$ cat src/sv/tcslf_pkg.sv
`timescale 1ns / 1ps
// ----------------------------------------------------------------------------
// tcslf_pkg
// Shared types and byte codes for the telnet command strip line framer.
// ----------------------------------------------------------------------------
package tcslf_pkg;

	// Telnet and line control byte codes
	localparam logic [7:0] CH_NUL  = 8'h00;
	localparam logic [7:0] CH_LF   = 8'h0A;
	localparam logic [7:0] CH_CR   = 8'h0D;
	localparam logic [7:0] CH_IP   = 8'hF4;
	localparam logic [7:0] CH_WILL = 8'hFB;
	localparam logic [7:0] CH_WONT = 8'hFC;
	localparam logic [7:0] CH_DO   = 8'hFD;
	localparam logic [7:0] CH_DONT = 8'hFE;
	localparam logic [7:0] CH_IAC  = 8'hFF;

	// Result queue geometry
	localparam int unsigned QDepth = 4;
	localparam int unsigned PtrW   = $clog2(QDepth);
	localparam int unsigned CntW   = $clog2(QDepth + 1);

	// Parser phase
	typedef enum logic [2:0] {
		PH_TEXT   = 3'd0,
		PH_IAC    = 3'd1,
		PH_OPT    = 3'd2,
		PH_EOL_CR = 3'd3,
		PH_EOL_LF = 3'd4
	} phase_t;

	// Result kind
	typedef enum logic [1:0] {
		KIND_BYTE    = 2'd0,
		KIND_LINE    = 2'd1,
		KIND_DISCARD = 2'd2,
		KIND_DISC    = 2'd3
	} kind_t;

	// One result entry
	typedef struct packed {
		kind_t      kind;
		logic [7:0] data;
		logic       last;
	} result_t;

endpackage

$ cat src/sv/telnet_command_strip_line_framer.sv
`timescale 1ns / 1ps
// ----------------------------------------------------------------------------
// telnet_command_strip_line_framer
// Splits a received telnet byte stream into lines and strips telnet commands.
// ----------------------------------------------------------------------------
//
//  Channel   Direction  Handshake           Payload
//  -------   ---------  ------------------  ----------------------------------
//  input     in         in_valid/in_stall   rx_byte[7:0]
//  output    out        out_valid/out_stall out_kind[1:0] out_byte[7:0]
//                                           last_of_item
//
//  A byte is registered on acceptance and decoded from that register, which
//  writes zero, one or two transactions into a four-entry result queue once
//  the queue has room. A byte is taken every cycle while the queue has room;
//  the output port drains one transaction per cycle while out_stall is low,
//  so bytes that cause two results limit the byte rate under sustained load.
//  Reset returns the parser to plain text and empties the queue.
//  in_stall rises only while the registered byte waits for queue room.
// ----------------------------------------------------------------------------
module telnet_command_strip_line_framer (
	input  logic       clk,
	input  logic       arst_n,
	input  logic       in_valid,
	output logic       in_stall,
	input  logic [7:0] rx_byte,
	output logic       out_valid,
	input  logic       out_stall,
	output logic [1:0] out_kind,
	output logic [7:0] out_byte,
	output logic       last_of_item
);
	import tcslf_pkg::*;

	logic            valid_s1;
	logic [7:0]      byte_s1;
	phase_t          phase_q;
	phase_t          phase_d;
	result_t         res0;
	result_t         res1;
	logic [1:0]      n_res;
	result_t         queue_q [QDepth];
	logic [PtrW-1:0] wr_q;
	logic [PtrW-1:0] rd_q;
	logic [CntW-1:0] cnt_q;
	logic            pop;
	logic            room;
	logic            proc;
	logic            accept;
	result_t         head;

	// Handshake decisions
	assign pop      = out_valid && !out_stall;
	assign room     = (cnt_q <= CntW'(QDepth - 2)) ||
	                  ((cnt_q == CntW'(QDepth - 1)) && pop);
	assign proc     = valid_s1 && room;
	assign in_stall = valid_s1 && !room;
	assign accept   = in_valid && !in_stall;

	// Input register
	always_ff @(posedge clk or negedge arst_n) begin
		if (!arst_n) begin
			valid_s1 <= 1'b0;
		end else if (accept) begin
			valid_s1 <= 1'b1;
		end else if (proc) begin
			valid_s1 <= 1'b0;
		end
	end

	always_ff @(posedge clk) begin
		if (accept) begin
			byte_s1 <= rx_byte;
		end
	end

	// Phase register
	always_ff @(posedge clk or negedge arst_n) begin
		if (!arst_n) begin
			phase_q <= PH_TEXT;
		end else if (proc) begin
			phase_q <= phase_d;
		end
	end

	// Decode one byte against the current phase
	always_comb begin
		n_res   = 2'd0;
		res0    = '{kind: KIND_BYTE, data: byte_s1, last: 1'b0};
		res1    = '{kind: KIND_BYTE, data: byte_s1, last: 1'b0};
		phase_d = phase_q;
		unique case (phase_q)
			PH_IAC: begin
				if (byte_s1 inside {CH_WILL, CH_WONT, CH_DO, CH_DONT}) begin
					phase_d = PH_OPT;
				end else if (byte_s1 == CH_IP) begin
					phase_d = PH_TEXT;
					n_res   = 2'd1;
					res0    = '{kind: KIND_DISC, data: 8'h00, last: 1'b0};
				end else begin
					phase_d = PH_TEXT;
					n_res   = 2'd1;
					res0    = '{kind: KIND_DISCARD, data: 8'h00, last: 1'b0};
				end
			end
			PH_OPT: begin
				phase_d = PH_TEXT;
				n_res   = 2'd1;
				res0    = '{kind: KIND_DISCARD, data: 8'h00, last: 1'b0};
			end
			PH_EOL_CR, PH_EOL_LF: begin
				if (byte_s1 == CH_NUL) begin
					// hold the run open
				end else if (byte_s1 == CH_CR) begin
					n_res = 2'd1;
				end else if (byte_s1 == CH_LF && phase_q == PH_EOL_CR) begin
					phase_d = PH_EOL_LF;
					n_res   = 2'd1;
				end else begin
					// close the line, then treat the byte as plain text
					res0 = '{kind: KIND_LINE, data: 8'h00, last: 1'b0};
					if (byte_s1 == CH_IAC) begin
						phase_d = PH_IAC;
						n_res   = 2'd1;
					end else begin
						phase_d = (byte_s1 == CH_LF) ? PH_EOL_LF : PH_TEXT;
						n_res   = 2'd2;
					end
				end
			end
			default: begin
				if (byte_s1 == CH_NUL) begin
					phase_d = PH_TEXT;
				end else if (byte_s1 == CH_IAC) begin
					phase_d = PH_IAC;
				end else begin
					n_res = 2'd1;
					if (byte_s1 == CH_CR) begin
						phase_d = PH_EOL_CR;
					end else if (byte_s1 == CH_LF) begin
						phase_d = PH_EOL_LF;
					end else begin
						phase_d = PH_TEXT;
					end
				end
			end
		endcase
		// Mark the final result of the byte
		if (n_res == 2'd1) begin
			res0.last = 1'b1;
		end
		if (n_res == 2'd2) begin
			res1.last = 1'b1;
		end
	end

	// Result queue storage
	always_ff @(posedge clk) begin
		if (proc && n_res != 2'd0) begin
			queue_q[wr_q] <= res0;
		end
		if (proc && n_res == 2'd2) begin
			queue_q[wr_q + PtrW'(1)] <= res1;
		end
	end

	// Result queue pointers and fill count
	always_ff @(posedge clk or negedge arst_n) begin
		if (!arst_n) begin
			wr_q  <= '0;
			rd_q  <= '0;
			cnt_q <= '0;
		end else begin
			if (proc) begin
				wr_q <= wr_q + PtrW'(n_res);
			end
			if (pop) begin
				rd_q <= rd_q + PtrW'(1);
			end
			cnt_q <= cnt_q + (proc ? CntW'(n_res) : CntW'(0)) - CntW'(pop);
		end
	end

	// Drive the output transaction from the queue head
	assign head         = queue_q[rd_q];
	assign out_valid    = (cnt_q != '0);
	assign out_kind     = head.kind;
	assign out_byte     = head.data;
	assign last_of_item = head.last;

endmodule

$ cat config.mk
export PLATFORM = sky130hd
export DESIGN_NAME = telnet_command_strip_line_framer
export DESIGN_NICKNAME = d
export VERILOG_FILES = /design/src/sv/tcslf_pkg.sv /design/src/sv/telnet_command_strip_line_framer.sv
export SDC_FILE = /design/constraint.sdc
export NUM_CORES = 1
export LEC_CHECK = 0
export ABC_AREA = 1
export BUFFER_PORTS_ARGS = -buffer_cell sky130_fd_sc_hd__buf_2
export CAP_MARGIN = 30
export CORE_MARGIN = 2
export CORE_UTILIZATION = 54
export CTS_CLUSTER_DIAMETER = 100
export DETAILED_ROUTE_END_ITERATION = 8
export GPL_TIMING_DRIVEN = 0
export PLACE_DENSITY = 0.74
export REMOVE_ABC_BUFFERS = 1
export SYNTH_ARGS = -nofsm -noshare
export SYNTH_HDL_FRONTEND = slang
export SYNTH_SLANG_ARGS = --single-unit
$ cat constraint.sdc
create_clock -name clk -period 2.4 [get_ports clk]
set_clock_uncertainty 0.1 [all_clocks]
set_input_delay 0 -clock clk [delete_from_list [all_inputs] [get_ports clk]]
set_output_delay 0 -clock clk [all_outputs]
set_load 0.02 [all_outputs]
==> flow_summary.yaml <==
cells_and_area:
  drive_above_1_share_pct: 28.5
  final_util_pct: 73.0
  n_antenna_cell: 0
  syn_to_final_growth_pct: 29.3
  nNetsFinal: 458
critical_path:
  cp_num_buf_inv: 1
  critPathMaxFanout: 12
  cp-end-kind: "register"
  cp_cell_sequence: "nor2_1, nand2_1, nor2_4, nor2_4, nand2_2, nand2_4, buf_4, nand4_4, nand3_2, nand2_4"
  path_class: "reg -> reg"
  crit_family: "simple AND/OR/NAND/NOR gates"
  cp.arrival_ns: 2.41
  critPathSlowestCell: "edfxtp_1"
  reg2reg_slack_ns: -0.06
  crit_required_ns: 2.35
  start_kind: "register"
  critPathMaxStageDelay_ns: 0.44
die:
  die_width_um: 82.9
  die_area_mm2: 0.00687
  rows: 28
  initial_core_util_pct: 56.4
  ios: 25
  die_height_um: 82.9
  coreArea_mm2: 0.00596
global_route:
  grt_overflow: 0
  grt_pass1_wl_um: 13800
  grt_pass1_vias: 2917
  grt_max_degree: 25
  antenna_found_initial: 0
  grt_usage_pct: 25.7
clocking:
  path_clk_slew_ns: 0.08
  cts_tree: "built"
  clk_latency_ns: 0.36
  cts-htree-levels: 3
  numCtsBuffers: 9
  clk_path_buf_depth: 2
  root_buffer: "clkbuf_8"
  cts_sinks: 63
power_and_ir_drop:
  swShare_pct: 42.1
  powerDensity_mw_per_mm2: 1180
  power.leakage_uw: 0.00189
  p_sw_uw: 2160
  power_uw: 5120
  ir_drop_uv: 701
  power_frac_clock_pct: 20.4
  p_comb_share_pct: 44.7
  p_int_uw: 2970
  seqPwrFrac_pct: 34.9
placement:
  hpwl_um: 5060
  gp_congestion: 0.978
  port_buffers: 24
  place_ws_ns: -0.715
synth:
  yosysSeqAreaShare_pct: 52.3
  async_reset_ff_share_pct: 17.5
  avgSynthCellArea_um2: 8.89
  synth.top_cell.area_share_pct: 39.3
  netlist_area_mm2: 0.00336
  yosys_warnings: 0
  yosysTopAreaCell: "edfxtp_1"
  syn_inst: 378
  synth_flop_cell: "edfxtp_1"
  synth.distinct_cells: 31
  synth-edff-count: 44
  synth-seq-cells: 63
  ys_top_cells_by_area: "edfxtp_1 (39%), dfrtp_1 (8.2%), o22ai_1 (6.9%), nand2_1 (6.8%), inv_1 (6.1%)"
sta:
  finalCriticalPeriod_ns: 2.46
  hold_viol_final: 0
  worst_slew_pin_slew_ns: 0.717
  finalSetupTns_ns: -0.624
  slew_headroom_pct: 52.1
  period_share_pct: 102
  maxSlewViolCount: 0
  fmax_mhz: 407
  setup_ws_ns: -0.0599
  setup_viol: 13
  rsz0062_at_grt: "true"
routing:
  routed.top_layer: "met4"
  met1_length_um: 3450
  drc: 0
  wl_per_cell_um: 18.0
  dr.pass1.iters: 5
  vias: 3139
  wl_met2_um: 4730
  drt-initial-drc-count: 343
  wl_met3_um: 869
  wirelength_um: 9390
  ant_nets: 0
  avgViaCountPerCell: 6.02
worst_hold_path:
  hold_path.class: "in -> reg"
run_status:
  violations: "negative setup slack"
  status: "complete, but fails checks"
flow_run:
  drv_cap: 0
-- state kept, by name (all words and copies together), names as in the netlist --
name,flops
phase_q,3
queue_q,44
valid_s1,1
wr_q,2
byte_s1,8
cnt_q,3
rd_q,2
-- worst reg2reg max path: stages, from the launching register on --
cell and delay (ns):
edfxtp_1 0.44, nor2_1 0.14, nand2_1 0.16, nor2_4 0.19, nor2_4 0.07, nand2_2 0.08, nand2_4 0.06, buf_4 0.15
nand4_4 0.12, nand3_2 0.34, nand2_4 0.30
-- cells in the final DEF, fill, tap and decap left out, types with 8 or more instances in the layout --
master / instances
nand2_1: 50
inv_1: 49
nor2_1: 44
edfxtp_1: 44
o22ai_1: 36
o21ai_0: 29
buf_2: 24
buf_4: 23
dlygate4sd3_1: 12
a21oi_1: 10
clkbuf_8: 10
dfrtp_1: 10
inv_2: 8
nand4_1: 8
dfxtp_1: 8
-- timing repair --
action | CTS | global route
gates cloned | 0 | 1
hold endpoints to repair | 22 | 0
pin swaps | 16 | 16
hold buffers | 12 | 0
setup buffers | 18 | 12
resized for setup | 31 | 33
endpoints found under the setup margin | 77 | 52
-- cell type report --
class | count | area (um2)
tap | 75 | 93.8
fill | 408 | 1610
clock inverter | 6 | 83.8
inverter | 58 | 220
multi-input combinational | 244 | 1550
sequential | 63 | 1760
clock buffer | 10 | 138
timing repair buffer | 65 | 498
-- worst paths after layout --
check,from,cells after the start,end
hold / removal,rx_byte[2],2,byte_s1[2]
hold reg to reg,valid_s1,2,valid_s1
setup / recovery,byte_s1[4],10,queue_q[0][1]
max in group asynchronous,arst_n,3,rd_q[0]
setup reg to reg,byte_s1[4],10,queue_q[0][1]
min in group asynchronous,arst_n,3,phase_q[0]
-- layer usage --
metal,up-vias,global-route usage (%)
met5,-,0
met1,1474,32.0
met4,0,13.0
met2,202,42.4
met3,38,5.57
li1,1425,-
-- power by group through the flow --
stage,Clock [uW],Combinational [uW],Sequential [uW]
2_1_floorplan,0,1350,1720
3_3_place_gp,0,1760,1780
3_5_place_dp,0,1820,1800
4_1_cts,1040,2000,1770
5_1_grt,1090,2480,1820
6_report,1050,2290,1790
-- through the flow --
stage | cell area [um2] | hold WS (ns) | cells
finish | 4350 | 0.247 | 521
global route | 4350 | 0.264 | 521
CTS | 4080 | 0.248 | 509
detailed placement | 3490 | -0.205 | 463
global placement | 3490 | -0.210 | 463
floorplan | 3280 | -0.396 | 364
-- cells by family (layout without fill, tap and decap cells) --
| family | Yosys count | after routing | synth area share [%] |
|---|---|---|---|
| xor+xnor | 5 | 5 | 1.30 |
| compound gates | 89 | 89 | 16.1 |
| flops | 63 | 63 | 52.3 |
| simple gates | 144 | 145 | 19.3 |
| fa+ha+maj | 5 | 5 | 2.09 |
| buf+inv | 72 | 139 | 8.90 |
-- cells in the mapped netlist, drive strengths merged (3+ instances only) --
| cell type | n |
|---|---|
| clkbuf | 6 |
| nand4 | 9 |
| dfrtp | 11 |
| nor2 | 53 |
| inv | 58 |
| edfxtp | 44 |
| dfxtp | 8 |
| nand2 | 65 |
| xor2 | 3 |
| a21oi | 11 |
| nand3 | 15 |
| buf | 8 |
| ha | 4 |
| o21ai | 37 |
| o22ai | 39 |
Note: power is estimated with default switching activity, not from simulation.
